**src/hw/rtl/tts_pkg.sv**
```systemverilog
package tts_pkg;

    // Field widths of the command and result items.
    localparam int unsigned OP_W     = 2;
    localparam int unsigned SLOT_W   = 6;
    localparam int unsigned HANDLE_W = 16;
    localparam int unsigned TICKS_W  = 16;
    localparam int unsigned COUNT_W  = 16;

    // Command codes.
    typedef enum logic [OP_W-1:0] {
        OP_ADD  = 2'd0,
        OP_DEL  = 2'd1,
        OP_TICK = 2'd2,
        OP_DISP = 2'd3
    } t_op;

    // Sequencer states.
    typedef enum logic [1:0] {
        S_IDLE = 2'd0,
        S_RD   = 2'd1,
        S_EX   = 2'd2,
        S_FIN  = 2'd3
    } t_state;

    // One command item.
    typedef struct packed {
        t_op                 op;
        logic [SLOT_W-1:0]   slot_index;
        logic [HANDLE_W-1:0] task_handle;
        logic [TICKS_W-1:0]  first_delay;
        logic [TICKS_W-1:0]  repeat_period;
    } t_cmd;

    // One result item.
    typedef struct packed {
        logic                status;
        logic [SLOT_W-1:0]   slot_out;
        logic [HANDLE_W-1:0] handle_out;
        logic                task_ran;
        logic                last;
    } t_res;

    // One entry of the slot table.
    typedef struct packed {
        logic [HANDLE_W-1:0] handle;
        logic [TICKS_W-1:0]  delay;
        logic [TICKS_W-1:0]  period;
        logic [COUNT_W-1:0]  pending;
    } t_slot;

    // Flags from the slot update unit to the sequencer.
    typedef struct packed {
        logic we;   // entry changes and must be written back
        logic hit;  // slot matches: free slot on add, runnable slot on dispatch
    } t_alu_flags;

endpackage

```
**src/hw/rtl/tts_stream_if.sv**
```systemverilog
interface tts_stream_if #(
    parameter type t_payload = logic
);
    logic     valid;
    logic     ready;
    t_payload data;

    modport source (
        output valid,
        output data,
        input  ready
    );

    modport sink (
        input  valid,
        input  data,
        output ready
    );
endinterface

```
**src/hw/rtl/tick_task_scheduler.sv**
```systemverilog
// Task slot table for a cooperative time-triggered scheduler.
// Commands arrive on i_cmd (valid/ready, one item per command) and results
// leave on o_res (valid/ready). Add, delete and tick give one result each;
// dispatch gives one result per released task in ascending slot order, or
// a single empty result when nothing is pending. The last result of each
// command carries last = 1.
// Delete clears its entry when accepted; its result passes through the
// final-result register to the output register. Add, tick and dispatch
// walk the table through one shared slot update unit, each slot as a memory
// read, then an update and write back; an add stops at the first free slot.
// The command side is ready only between commands, so the sustained rate
// is one command per walk plus the time the receiver takes the results.
// A result sits in an output register and a second one in a holding
// register; while the receiver stalls, a dispatch walk keeps going until a
// third result is found, then waits. The final result waits the same way.
// Synchronous reset empties the table at once (per-entry written flags)
// and drops any result in flight; the block is ready the cycle after.
module tick_task_scheduler #(
    parameter int unsigned SLOTS = 8
) (
    input  logic                          i_clk,
    input  logic                          i_rst_n,
    tts_stream_if.sink                    i_cmd,
    tts_stream_if.source                  o_res
);

    localparam int unsigned AW = (SLOTS > 1) ? $clog2(SLOTS) : 1;

    tts_pkg::t_state     r_state, n_state;
    tts_pkg::t_cmd       r_cmd, n_cmd;
    logic [AW-1:0]       r_idx, n_idx;
    tts_pkg::t_res       r_fin, n_fin;
    tts_pkg::t_res       r_held, n_held;
    logic                r_held_vld, n_held_vld;
    tts_pkg::t_res       r_out, n_out;
    logic                r_ovalid, n_ovalid;

    tts_pkg::t_slot      w_entry;
    tts_pkg::t_slot      w_new_entry;
    tts_pkg::t_alu_flags w_flags;
    logic                w_we;
    logic [AW-1:0]       w_waddr;
    tts_pkg::t_slot      w_wdata;
    logic                w_accept;
    logic                w_del_ok;
    logic                w_last_slot;
    logic                w_out_free;
    logic                w_stall;
    tts_pkg::t_res       w_disp_res;

    assign i_cmd.ready = (r_state == tts_pkg::S_IDLE);
    assign o_res.valid = r_ovalid;
    assign o_res.data  = r_out;

    assign w_accept    = i_cmd.valid && i_cmd.ready;
    assign w_del_ok    = ({1'b0, i_cmd.data.slot_index} < (tts_pkg::SLOT_W + 1)'(SLOTS));
    assign w_last_slot = (r_idx == AW'(SLOTS - 1));
    assign w_out_free  = !r_ovalid || o_res.ready;

    // A runnable slot found while the holding and output registers are both full must hold.
    assign w_stall = (r_state == tts_pkg::S_EX) && (r_cmd.op == tts_pkg::OP_DISP)
                     && w_flags.hit && r_held_vld && !w_out_free;

    // Result for the slot released by dispatch.
    always_comb begin
        w_disp_res            = '0;
        w_disp_res.slot_out   = tts_pkg::SLOT_W'(r_idx);
        w_disp_res.handle_out = w_entry.handle;
        w_disp_res.task_ran   = 1'b1;
    end

    tts_slot_mem #(
        .DEPTH (SLOTS),
        .AW    (AW)
    ) u_mem (
        .i_clk   (i_clk),
        .i_rst_n (i_rst_n),
        .i_we    (w_we),
        .i_waddr (w_waddr),
        .i_wdata (w_wdata),
        .i_raddr (r_idx),
        .o_rdata (w_entry)
    );

    tts_slot_alu u_alu (
        .i_cmd   (r_cmd),
        .i_entry (w_entry),
        .o_entry (w_new_entry),
        .o_flags (w_flags)
    );

    // Table write port: delete clears at once, walks write back updates.
    always_comb begin
        w_we    = 1'b0;
        w_waddr = r_idx;
        w_wdata = w_new_entry;
        if (w_accept && (i_cmd.data.op == tts_pkg::OP_DEL) && w_del_ok) begin
            w_we    = 1'b1;
            w_waddr = i_cmd.data.slot_index[AW-1:0];
            w_wdata = '0;
        end else if ((r_state == tts_pkg::S_EX) && w_flags.we && !w_stall) begin
            w_we = 1'b1;
        end
    end

    // Next state of the sequencer.
    always_comb begin
        n_state = r_state;
        case (r_state)
            tts_pkg::S_IDLE: begin
                if (w_accept) begin
                    n_state = (i_cmd.data.op == tts_pkg::OP_DEL) ? tts_pkg::S_FIN
                                                                 : tts_pkg::S_RD;
                end
            end
            tts_pkg::S_RD: begin
                n_state = tts_pkg::S_EX;
            end
            tts_pkg::S_EX: begin
                if (!w_stall) begin
                    if (w_last_slot || ((r_cmd.op == tts_pkg::OP_ADD) && w_flags.hit)) begin
                        n_state = tts_pkg::S_FIN;
                    end else begin
                        n_state = tts_pkg::S_RD;
                    end
                end
            end
            tts_pkg::S_FIN: begin
                if (w_out_free) begin
                    n_state = tts_pkg::S_IDLE;
                end
            end
            default: begin
                n_state = tts_pkg::S_IDLE;
            end
        endcase
    end

    // Datapath registers of the sequencer.
    always_comb begin
        n_cmd      = r_cmd;
        n_idx      = r_idx;
        n_fin      = r_fin;
        n_held     = r_held;
        n_held_vld = r_held_vld;
        n_out      = r_out;
        n_ovalid   = r_ovalid && !o_res.ready;
        case (r_state)
            tts_pkg::S_IDLE: begin
                if (w_accept) begin
                    n_cmd        = i_cmd.data;
                    n_idx        = '0;
                    n_held_vld   = 1'b0;
                    n_fin        = '0;
                    n_fin.status = !w_del_ok;
                    n_fin.last   = 1'b1;
                end
            end
            tts_pkg::S_EX: begin
                if (!w_stall) begin
                    n_fin      = '0;
                    n_fin.last = 1'b1;
                    case (r_cmd.op)
                        tts_pkg::OP_ADD: begin
                            if (w_flags.hit) begin
                                n_fin.slot_out = tts_pkg::SLOT_W'(r_idx);
                            end else begin
                                n_fin.status = 1'b1;
                            end
                        end
                        tts_pkg::OP_DISP: begin
                            if (w_flags.hit) begin
                                if (r_held_vld) begin
                                    n_out    = r_held;
                                    n_ovalid = 1'b1;
                                end
                                n_held     = w_disp_res;
                                n_held_vld = !w_last_slot;
                                n_fin      = w_disp_res;
                                n_fin.last = 1'b1;
                            end else if (w_last_slot) begin
                                n_held_vld = 1'b0;
                                if (r_held_vld) begin
                                    n_fin      = r_held;
                                    n_fin.last = 1'b1;
                                end
                            end
                        end
                        default: begin
                            n_fin      = '0;
                            n_fin.last = 1'b1;
                        end
                    endcase
                    if (!w_last_slot) begin
                        n_idx = r_idx + 1'b1;
                    end
                end
            end
            tts_pkg::S_FIN: begin
                if (w_out_free) begin
                    n_out    = r_fin;
                    n_ovalid = 1'b1;
                end
            end
            default: begin
                n_idx = r_idx;
            end
        endcase
    end

    // Control registers.
    always_ff @(posedge i_clk) begin
        if (!i_rst_n) begin
            r_state    <= tts_pkg::S_IDLE;
            r_idx      <= '0;
            r_held_vld <= 1'b0;
            r_ovalid   <= 1'b0;
        end else begin
            r_state    <= n_state;
            r_idx      <= n_idx;
            r_held_vld <= n_held_vld;
            r_ovalid   <= n_ovalid;
        end
    end

    // Payload registers.
    always_ff @(posedge i_clk) begin
        r_cmd  <= n_cmd;
        r_fin  <= n_fin;
        r_held <= n_held;
        r_out  <= n_out;
    end

`ifndef SYNTHESIS
    // A held dispatch result only exists during a dispatch walk.
    a_held_in_dispatch: assert property (@(posedge i_clk) disable iff (!i_rst_n)
        r_held_vld |-> ((r_cmd.op == tts_pkg::OP_DISP) && (r_state != tts_pkg::S_IDLE)))
        else $error("held result outside a dispatch walk");

    // A released task always names a used slot and never carries an error.
    a_ran_only_dispatch: assert property (@(posedge i_clk) disable iff (!i_rst_n)
        (r_ovalid && r_out.task_ran) |-> (!r_out.status && (r_out.handle_out != '0)))
        else $error("released task with an error or an empty handle");

    // A result without last is always followed within the same dispatch walk.
    a_not_last_in_walk: assert property (@(posedge i_clk) disable iff (!i_rst_n)
        (r_ovalid && !r_out.last) |-> (r_state != tts_pkg::S_IDLE))
        else $error("intermediate result after the walk ended");

    // The final result of a command is never overwritten before it is taken.
    a_no_overwrite: assert property (@(posedge i_clk) disable iff (!i_rst_n)
        (r_ovalid && !o_res.ready && (r_state == tts_pkg::S_FIN)) |=>
        (r_state == tts_pkg::S_FIN))
        else $error("final result loaded over a stalled result");
`endif

endmodule

```
**src/hw/rtl/tts_slot_mem.sv**
```systemverilog
module tts_slot_mem #(
    parameter int unsigned DEPTH = 8,
    parameter int unsigned AW    = 3
) (
    input  logic                  i_clk,
    input  logic                  i_rst_n,
    input  logic                  i_we,
    input  logic [AW-1:0]         i_waddr,
    input  tts_pkg::t_slot        i_wdata,
    input  logic [AW-1:0]         i_raddr,
    output tts_pkg::t_slot        o_rdata
);

    tts_pkg::t_slot r_mem [DEPTH];
    logic [DEPTH-1:0] r_vld;
    tts_pkg::t_slot r_rdata;
    logic r_rd_vld;

    // Table storage with a registered read port.
    always_ff @(posedge i_clk) begin
        if (i_we) begin
            r_mem[i_waddr] <= i_wdata;
        end
        r_rdata <= r_mem[i_raddr];
    end

    // Per-entry written flags; an unwritten entry reads as an empty slot.
    always_ff @(posedge i_clk) begin
        if (!i_rst_n) begin
            r_vld    <= '0;
            r_rd_vld <= 1'b0;
        end else begin
            if (i_we) begin
                r_vld[i_waddr] <= 1'b1;
            end
            r_rd_vld <= r_vld[i_raddr];
        end
    end

    assign o_rdata = r_rd_vld ? r_rdata : '0;

endmodule

```
**src/hw/rtl/tts_slot_alu.sv**
```systemverilog
module tts_slot_alu (
    input  tts_pkg::t_cmd       i_cmd,
    input  tts_pkg::t_slot      i_entry,
    output tts_pkg::t_slot      o_entry,
    output tts_pkg::t_alu_flags o_flags
);

    logic w_used;
    logic w_due;
    logic w_sat;

    assign w_used = (i_entry.handle != '0);
    assign w_due  = (i_entry.delay == '0);
    assign w_sat  = (i_entry.pending == '1);

    // Update of one slot for the command being walked.
    always_comb begin
        o_entry = i_entry;
        o_flags = '0;
        case (i_cmd.op)
            tts_pkg::OP_ADD: begin
                o_flags.hit     = !w_used;
                o_flags.we      = !w_used;
                o_entry.handle  = i_cmd.task_handle;
                o_entry.delay   = i_cmd.first_delay;
                o_entry.period  = i_cmd.repeat_period;
                o_entry.pending = '0;
            end
            tts_pkg::OP_TICK: begin
                o_flags.we = w_used;
                if (w_due) begin
                    if (i_entry.period != '0) begin
                        o_entry.delay = i_entry.period - 1'b1;
                    end
                    if (!w_sat) begin
                        o_entry.pending = i_entry.pending + 1'b1;
                    end
                end else begin
                    o_entry.delay = i_entry.delay - 1'b1;
                end
            end
            tts_pkg::OP_DISP: begin
                o_flags.hit     = w_used && (i_entry.pending != '0);
                o_flags.we      = o_flags.hit;
                o_entry.pending = i_entry.pending - 1'b1;
                if (i_entry.period == '0) begin
                    o_entry.handle = '0;
                end
            end
            default: begin
                o_entry = i_entry;
                o_flags = '0;
            end
        endcase
    end

endmodule

```
**src/flat_wrapper.sv**
```systemverilog
// flat-port wrapper written by rule: the top's interface ports become plain ports
module tick_task_scheduler_flat 
#(
    parameter int unsigned SLOTS = 8
)
  (i_clk, i_rst_n, i_cmd_valid, i_cmd_data, i_cmd_ready, o_res_valid, o_res_data, o_res_ready);
  tts_stream_if #(.t_payload(tts_pkg::t_cmd)) i_cmd_i ();
  tts_stream_if #(.t_payload(tts_pkg::t_res)) o_res_i ();
  input  logic i_clk;
  input  logic i_rst_n;
  input wire logic [$bits(i_cmd_i.valid)-1:0] i_cmd_valid;
  input wire logic [$bits(i_cmd_i.data)-1:0] i_cmd_data;
  output wire logic [$bits(i_cmd_i.ready)-1:0] i_cmd_ready;
  output wire logic [$bits(o_res_i.valid)-1:0] o_res_valid;
  output wire logic [$bits(o_res_i.data)-1:0] o_res_data;
  input wire logic [$bits(o_res_i.ready)-1:0] o_res_ready;
  assign i_cmd_i.valid = i_cmd_valid;
  assign i_cmd_i.data = i_cmd_data;
  assign i_cmd_ready = i_cmd_i.ready;
  assign o_res_valid = o_res_i.valid;
  assign o_res_data = o_res_i.data;
  assign o_res_i.ready = o_res_ready;
  tick_task_scheduler #(.SLOTS(SLOTS)) u_core (.i_clk(i_clk), .i_rst_n(i_rst_n), .i_cmd(i_cmd_i), .o_res(o_res_i));
endmodule
```
**config.mk**
```make
export PLATFORM = sky130hd
export DESIGN_NAME = tick_task_scheduler_flat
export DESIGN_NICKNAME = d
export VERILOG_FILES = /design/src/hw/rtl/tts_pkg.sv /design/src/hw/rtl/tts_stream_if.sv /design/src/hw/rtl/tick_task_scheduler.sv /design/src/hw/rtl/tts_slot_mem.sv /design/src/hw/rtl/tts_slot_alu.sv /design/src/flat_wrapper.sv
export SDC_FILE = /design/constraint.sdc
export NUM_CORES = 1
export LEC_CHECK = 0
export ABC_AREA = 1
export BUFFER_PORTS_ARGS = -buffer_cell sky130_fd_sc_hd__buf_4
export CAP_MARGIN = 5
export CORE_UTILIZATION = 42
export DETAILED_ROUTE_END_ITERATION = 8
export GPL_TIMING_DRIVEN = 0
export PLACE_DENSITY = 0.58
export SLEW_MARGIN = 20
export SYNTH_ARGS = -nofsm -noshare
export SYNTH_HDL_FRONTEND = slang
export SYNTH_SLANG_ARGS = --single-unit
export TNS_END_PERCENT = 100
```
**constraint.sdc**
```tcl
create_clock -name i_clk -period 5.5 [get_ports i_clk]
set_input_delay 0.55 -clock i_clk [delete_from_list [all_inputs] [get_ports i_clk]]
set_output_delay 0.55 -clock i_clk [all_outputs]
set_load 0.01 [all_outputs]
```
==> qor.yml, run 1 <==
status:
  status: "completed"
clocking:
  clk_pin_slew_worst_paths_ns: 0.06
  cts_tree: "yes"
  cts_root_buf: "clkbuf_16"
  post_cts_buffers: 0
  cts_hold_buf: 0
  cts_buffers: 74
  insertion_delay_ns: 0.63
  cts_resized: 0
  cts-htree-levels: 3
  clockBufferDepth: 3
  cts.sinks: 704
yosys:
  synthMostInstantiatedCell: "edfxtp_1"
  synth_largest_area_cell: "edfxtp_1"
  synth_edf_count: 624
  synth_cell_type_count: 49
  yosysWarningCount: 0
  synthArstFlopShare_pct: 0
  synth_area_mm2: 0.0294
  synthFlopType: "edfxtp_1"
  yosysSeqAreaShare_pct: 69.2
  ys_ff_latch: 704
  synth_top_cells_by_area: "edfxtp_1, nor2_1, o21ai_0, dfxtp_1, nand2_1"
  synth_top_area_share_pct: 63.8
  synth_cells: 2588
  synth_commonest_cells: "edfxtp_1, nor2_1, o21ai_0"
  syn_area_per_cell_um2: 11.4
worst_setup_path:
  max_stage_delay_ns: 0.55
  worstPathRequired_ns: 5.79
  worst-r2r-cell-count: 11
  crit_slowest_cell: "clkbuf_1"
  crit_top_cell: "inv_1"
  crit_end: "u_core.u_mem.r_mem[7][36]$_DFFE_PP_"
  critPathBufInv: 5
  cp-startpoint: "u_core.r_cmd[54]$_DFFE_PP_"
  worst_r2r_startpoint: "u_core.r_cmd[54]$_DFFE_PP_"
  path_depth: 11
  path_max_fanout: 33
  worstPathArrival_ns: 4.02
  rrSetupSlack_ns: 1.77
  r2r-end: "u_core.u_mem.r_mem[7][36]$_DFFE_PP_"
  path_class: "reg2reg"
  cp-start-kind: "flop"
  cp_top_family: "buffers and inverters"
  setup.worst_path.end_class: "flop"
  crit_path_cell_trace: "inv_1 > ha_1 > clkbuf_1 > inv_1 > a21oi_1 > or2_0 > nand3_1 > nand2_2 > nand2_1 > inv_4 > buf_16"
sta:
  fmax_mhz: 268
  finalWorstSetupSlack_ns: 1.77
  finalSetupViolations: 0
  worst_slew_pin_slew_ns: 1.19
  fin_tns_setup_ns: 0
  rsz0062_at_grt: "false"
  finClkSkew_ns: 0.0246
  drv_slew: 0
  fin_crit_sh_pct: 67.7
  min_period_ns: 3.73
  slew-limit-headroom_pct: 20.3
  hold_viol_final: 0
layout:
  seq_area_mm2: 0.0203
  area_delta_synth_final_pct: 15.3
  nets: 2832
  postLayoutCellArea_mm2: 0.0339
  drive_above_1_share_pct: 11.8
  multi_input_area_mm2: 0.00787
  fillerInstances: 6198
grt:
  grt_pass1_wl_mm: 120
  groute.usage.overall_pct: 22.8
  gr-total-overflow: 0
  grt_pass1_vias: 19526
  antenna_found_initial: 2
  grt_max_degree: 37
placed_design:
  place_ws_ns: 1.76
  numPortBuffers: 83
  place_congestion: 0.909
  hpwl_mm: 54.6
  post_dp_cell_area_mm2: 0.0315
worst_hold_path:
  min_path_type: "in2reg"
drt:
  vias_per_cell: 5.37
  wire_per_inst_um: 21.5
  first_iter_violations: 1749
  dr.pass1.iters: 5
  via_count: 20158
  wl_mm: 80.7
  ant_nets: 0
  drc_errors: 0
floorplan:
  design.core.area_mm2: 0.0689
  die_h_um: 267
  ioPinCount: 87
  die_area_mm2: 0.0710
  start_util_pct: 42.6
  num_rows: 96
  die_w_um: 267
run:
  max_cap_viol_count: 0
power:
  power.total_mw: 12.9
  vdd_drop_max_mv: 0.222
  power_leakage_nw: 12.4
  power_density_mw_per_mm2: 380
[worst min-delay path by stage]
stage	from	end	slack [ns]	cells past startpoint
floorplan	u_core.u_mem.r_vld[0]$_SDFFE_PN0N_	u_core.u_mem.r_vld[0]$_SDFFE_PN0N_	0.43	2
global placement	u_core.u_mem.r_vld[4]$_SDFFE_PN0N_	u_core.u_mem.r_vld[4]$_SDFFE_PN0N_	0.44	2
detailed placement	u_core.u_mem.r_vld[4]$_SDFFE_PN0N_	u_core.u_mem.r_vld[4]$_SDFFE_PN0N_	0.44	2
CTS	i_cmd_data[9]	u_core.r_cmd[9]$_DFFE_PP_	0.06	1
global route	i_cmd_data[10]	u_core.r_cmd[10]$_DFFE_PP_	0.07	1
finish	i_cmd_data[29]	u_core.r_cmd[29]$_DFFE_PP_	0.09	1
[per-stage QoR]
stage               std cells  utilization (%)  hold slack, ns
detailed placement       3617             45.6           0.444
CTS                      3753             49.1          0.0631
floorplan                2590                -           0.427
global route             3753             49.1          0.0674
finish                   3754             49.1          0.0912
global placement         3604             45.2           0.436
[worst reg2reg max path: cells and delay by family, from the launching register on]
kind / cells / cell delay (ns)
AND/OR/NAND/NOR: 4 / 0.59
adder cells (fa/ha/maj): 1 / 0.21
flip-flops: 1 / 0.43
buffers and inverters: 5 / 1.87
AO/OA/AOI/OAI: 1 / 0.23
[state kept, by name, summed over array words and instances (netlist names), 3 cells and up]
register and count:
u_core.o_res.data 22, u_core.u_mem.r_vld 8, u_core.r_held 19, u_core.r_cmd 50, u_core.r_fin 21, u_core.u_mem.r_mem 512, u_core.r_idx 3, u_core.u_mem.r_rdata 64
[cell usage in the layout, fill, tap and decap left out, types with 80 or more instances in the layout]
cell type / Yosys / routed
buf_4: 5 / 90
nor2_1: 545 / 544
dfxtp_1: 80 / 80
a21oi_1: 104 / 104
clkbuf_1: 112 / 131
a31oi_1: 80 / 80
nand2_1: 236 / 236
edfxtp_1: 624 / 624
inv_1: 101 / 93
o21ai_0: 323 / 323
[per-layer routing]
layer | wire length (um) | vias to the layer above | GRT usage [%]
li1 | - | 9546 | -
met4 | 2140 | 0 | 7.21
met2 | 39100 | 628 | 38.1
met3 | 4480 | 126 | 3.85
met5 | 0 | - | 0
met1 | 34900 | 9858 | 30.2
[cell type report]
cell class / instances / area share, %
Timing Repair Buffer: 96 / 2.60
Inverter: 116 / 1.34
Clock buffer: 102 / 6.01
Clock inverter: 34 / 1.10
Tap cell: 931 / 3.44
Multi-Input combinational cell: 1615 / 23.2
Antenna cell: 1 / 0.00738
Sequential cell: 704 / 60.0
Buffer: 155 / 2.24
[power by group]
group	switching (mW)	internal [mW]	total, mW	leakage, nW
logic	1.22	0.486	1.70	4.78
registers	0.0781	6.11	6.18	6.43
clock network	2.08	2.89	4.98	1.17
[logic make-up after synthesis]
group                      count (synthesis)  synth area share [%]
AOI/OAI and AO/OA                        628                  11.7
xor gates and xnor gates                  29                 0.864
adders and majority gates                 10                 0.426
buffers and inverters                    271                  4.06
DFF                                      704                  69.2
other                                      1                0.0128
and+or+nand+nor                          945                  13.7
Power figures use the tool's default switching activity.
==> inputs of run 2 (changes only) <==
--- a/config.mk
+++ b/config.mk
@@ -5,13 +5,13 @@
 export SDC_FILE = /design/constraint.sdc
 export NUM_CORES = 1
 export LEC_CHECK = 0
-export ABC_AREA = 1
+export ABC_AREA = 0
 export BUFFER_PORTS_ARGS = -buffer_cell sky130_fd_sc_hd__buf_4
 export CAP_MARGIN = 5
 export CORE_UTILIZATION = 42
 export DETAILED_ROUTE_END_ITERATION = 8
 export GPL_TIMING_DRIVEN = 0
-export PLACE_DENSITY = 0.58
+export PLACE_DENSITY = 0.6
 export SLEW_MARGIN = 20
 export SYNTH_ARGS = -nofsm -noshare
 export SYNTH_HDL_FRONTEND = slang
==> constraint.sdc (replaced) <==
create_clock -name i_clk -period 3.26 [get_ports i_clk]
set_input_delay 0.326 -clock i_clk [delete_from_list [all_inputs] [get_ports i_clk]]
set_output_delay 0.326 -clock i_clk [all_outputs]
set_load 0.01 [all_outputs]
==> run 2 against run 1 <==
The flow now finishes with violations (setup timing). Worst hold slack better by 0.052 ns. Count of clock-buffer cells in the layout stayed put. Final cell count is 21% lower. Largest power group unchanged. Critical path depth is 6 higher. Design area is 6.1% higher. Sequential share of layout area is 3.5 points lower. Largest cell class unchanged. First-iteration DRC count is 7.7% higher. Maximum frequency is 11% higher. Synthesized cell count is 35% lower. Core utilization is 4.2 points higher. Global-route usage is 0.77 points lower. Clock power is 63% higher.
==> qor.yml, run 2 <==
status:
  status: "finished with violations"
  violations: "setup timing"
floorplan:
  die_area_mm2: 0.0693  # -2.5%
  die_w_um: 263  # -1.2%
  start_util_pct: 42.5  # -0.10 points
  num_rows: 95  # -1.0%
  die_h_um: 263  # -1.2%
  design.core.area_mm2: 0.0674  # -2.2%
  ioPinCount: 87  # unchanged
placed_design:
  hpwl_mm: 48.8  # -11%
  place_congestion: 0.912  # +0.33%
  placed_cells: 2681  # -26%
  numPortBuffers: 82  # -1.2%
power:
  p_sw_share_pct: 21.8  # -4.5 points
  vdd_drop_max_mv: 0.511  # +130%
  power_leakage_nw: 11.7  # -5.5%
  combPwrFrac_pct: 5.3  # -7.9 points
  seqPwrFrac_pct: 52.4  # +4.3 points
  power.internal_mw: 15.0  # +59%
  clkPwrFrac_pct: 42.3  # +3.6 points
  power_density_mw_per_mm2: 535  # +41%
  p_switching_mw: 4.19  # +24%
clocking:
  clk_pin_slew_worst_paths_ns: 0.06  # about the same
  cts-htree-levels: 3  # unchanged
  clockBufferDepth: 3  # unchanged
  cts.sinks: 704  # unchanged
  cts_tree: "yes"
  cts_root_buf: "clkbuf_16"
  cts_buffers: 73  # -1.4%
  insertion_delay_ns: 0.63  # about the same
yosys:
  synthFlopType: "edfxtp_1"
  synth_top_area_share_pct: 65.4  # +1.6 points
  synth_commonest_cells: "edfxtp_1, mux4_2, mux2_2"
  synth_area_mm2: 0.0287  # -2.5%
  ys_ff_latch: 704  # unchanged
  synth_top_cells_by_area: "edfxtp_1, mux4_2, dfxtp_1, mux2_2, a21oi_1"
  synth_cells: 1694  # -35%
  synth_edf_count: 624  # unchanged
  yosysSeqAreaShare_pct: 71.0  # +1.8 points
  synth_largest_area_cell: "edfxtp_1"
  synth_cell_type_count: 73  # +49%
  synthArstFlopShare_pct: 0  # unchanged
  yosysWarningCount: 0  # unchanged
  syn_area_per_cell_um2: 16.9  # +49%
  synthMostInstantiatedCell: "edfxtp_1"
sta:
  finalSetupViolations: 213  # +213
  rsz0062_at_grt: "true"
  fmax_mhz: 298  # +11%
  slew-limit-headroom_pct: 32.8  # +12 points
  worst_slew_pin_slew_ns: 1.01  # -0.187 ns
  holdWs_ns: 0.143  # +0.0521 ns
  fin_crit_sh_pct: 103  # +35 points
  finClkSkew_ns: 0.0151  # -0.00945 ns
  finalWorstSetupSlack_ns: -0.0955  # -1.87 ns
  drv_slew: 0  # unchanged
  min_period_ns: 3.36  # -0.370 ns
  fin_tns_setup_ns: -8.85  # -8.85 ns
  hold_viol_final: 0  # unchanged
worst_setup_path:
  path_max_fanout: 7  # -79%
  cp-start-kind: "flop"
  worstPathArrival_ns: 3.74  # -0.28 ns
  worst-r2r-cell-count: 17  # +6
  worstPathRequired_ns: 3.64  # -2.15 ns
  setup.worst_path.end_class: "flop"
  path_class: "reg2reg"
grt:
  grt_pass1_vias: 17288  # -11%
  gr-total-overflow: 0  # unchanged
  grt_max_degree: 32  # -14%
  antenna_found_initial: 1  # -1
  groute.usage.overall_pct: 22.0  # -0.77 points
  grt_pass1_wl_mm: 112  # -6.3%
layout:
  area_delta_synth_final_pct: 25.5
  nets: 2105  # -26%
  fillerInstances: 5313  # -14%
  finalNonFillerCells: 2969  # -21%
  drive_above_1_share_pct: 31.8  # +20 points
  largest_registers: "u_core.u_mem.r_mem: 512 flops, u_core.u_mem.r_rdata: 64 flops, u_core.r_cmd: 50 flops"
  final_common_cell: "edfxtp_1"
  n_antenna_cell: 0  # -1
  top_register: "u_core.u_mem.r_mem"
  multi_input_area_mm2: 0.00841  # +6.8%
  largest_reg_flops: 512  # unchanged
  final_cell_mix: "edfxtp_1, buf_4, mux4_2, clkbuf_16, mux2_2"
  seq_area_mm2: 0.0203  # about the same
drt:
  via_count: 17397  # -14%
  drc_errors: 0  # unchanged
  wire_per_inst_um: 26.6  # +24%
  vias_per_cell: 5.86  # +9.1%
  wl_mm: 78.9  # -2.2%
  dr.pass1.iters: 5  # unchanged
  ant_nets: 0  # unchanged
  first_iter_violations: 1884  # +7.7%
run:
  max_cap_viol_count: 0  # unchanged
worst_hold_path:
  min_path_type: "in2reg"
  min_delay_path_depth: 3  # +2
run 2: power groups by stage:
stage               sequential (mW)  combinational [mW]  clock [mW]
floorplan                      10.2               0.536           0
global placement               10.3               0.832           0
detailed placement             10.3               0.880           0
CTS                            10.1               0.987        8.26
global route                   10.1                1.09        8.59
finish                         10.1                1.02        8.12
run 2: final cells by class:
cell class / count / area share (%)
plain buffers: 103 / 1.48
clock buffers: 102 / 5.66
clock inverters: 34 / 0.811
inverters: 19 / 0.198
multi-input cells: 868 / 23.4
flip-flops and latches: 704 / 56.6
well taps: 873 / 3.04
repair buffers: 266 / 8.86
run 2: cells by family after synthesis:
logic type | Yosys count | share of synthesized area [%]
AO/OA/AOI/OAI | 262 | 6.11
XOR/XNOR | 14 | 0.428
adder cells (fa/ha/maj) | 10 | 0.437
buffers and inverters | 125 | 1.72
flip-flops | 704 | 71.0
multiplexers | 226 | 14.0
other | 1 | 0.0131
AND/OR/NAND/NOR | 352 | 6.36
run 2: what timing repair did:
item / CTS / global route
endpoints found under the hold margin: 50 / 0
gates cloned: 5 / 17
endpoints found under the setup margin: 1074 / 788
hold buffers: 50 / 0
resized for setup: 92 / 106
pin swaps: 17 / 12
buffers inserted: 72 / 19
run 2: path summary, 6_finish.rpt:
path                                           start                                  end  slack [ns]
setup / recovery    u_core.u_mem.r_rd_vld$_SDFF_PN0_  u_core.u_mem.r_mem[2][35]$_DFFE_PP_        -0.1
hold / removal                               i_rst_n         u_core.r_idx[0]$_SDFFE_PN0P_        0.14
setup reg to reg    u_core.u_mem.r_rd_vld$_SDFF_PN0_  u_core.u_mem.r_mem[2][35]$_DFFE_PP_        -0.1
hold reg to reg   u_core.u_mem.r_vld[6]$_SDFFE_PN0N_   u_core.u_mem.r_vld[6]$_SDFFE_PN0N_        0.46
run 2: routing by layer:
metal / track usage, % / vias up / part of all wire (%)
li1: - / 7550 / -
met1: 29.4 / 8943 / 43
met2: 35.9 / 766 / 48
met3: 5.35 / 136 / 7.5
met4: 6.21 / 2 / 2.2
met5: 0 / - / 0.016
run 2: critical path, stage by stage, from the launching register on:
cell and delay, ns:
dfxtp_4 0.40, clkbuf_16 0.15, clkbuf_16 0.14, clkbuf_16 0.14, nand2_8 0.05, ha_4 0.17
nor4b_4 0.12, and4_4 0.24, o31ai_2 0.26, o211ai_1 0.14, buf_4 0.18, buf_12 0.12
a21oi_4 0.34, nor2_4 0.07, clkbuf_16 0.17, buf_16 0.14, buf_12 0.13, buf_16 0.14
run 2: per-stage QoR:
stage | setup WS [ns] | power, mW | cell area (um2) | utilization, %
after floorplan | -0.340 | 10.8 | 28800 | -
after global placement | -2.41 | 11.1 | 30500 | 45.3
after detailed placement | -1.87 | 11.2 | 31200 | 46.3
after CTS | -0.00675 | 19.3 | 35100 | 52.1
after global routing | -0.154 | 19.8 | 36000 | 53.4
final | -0.0955 | 19.2 | 36000 | 53.4
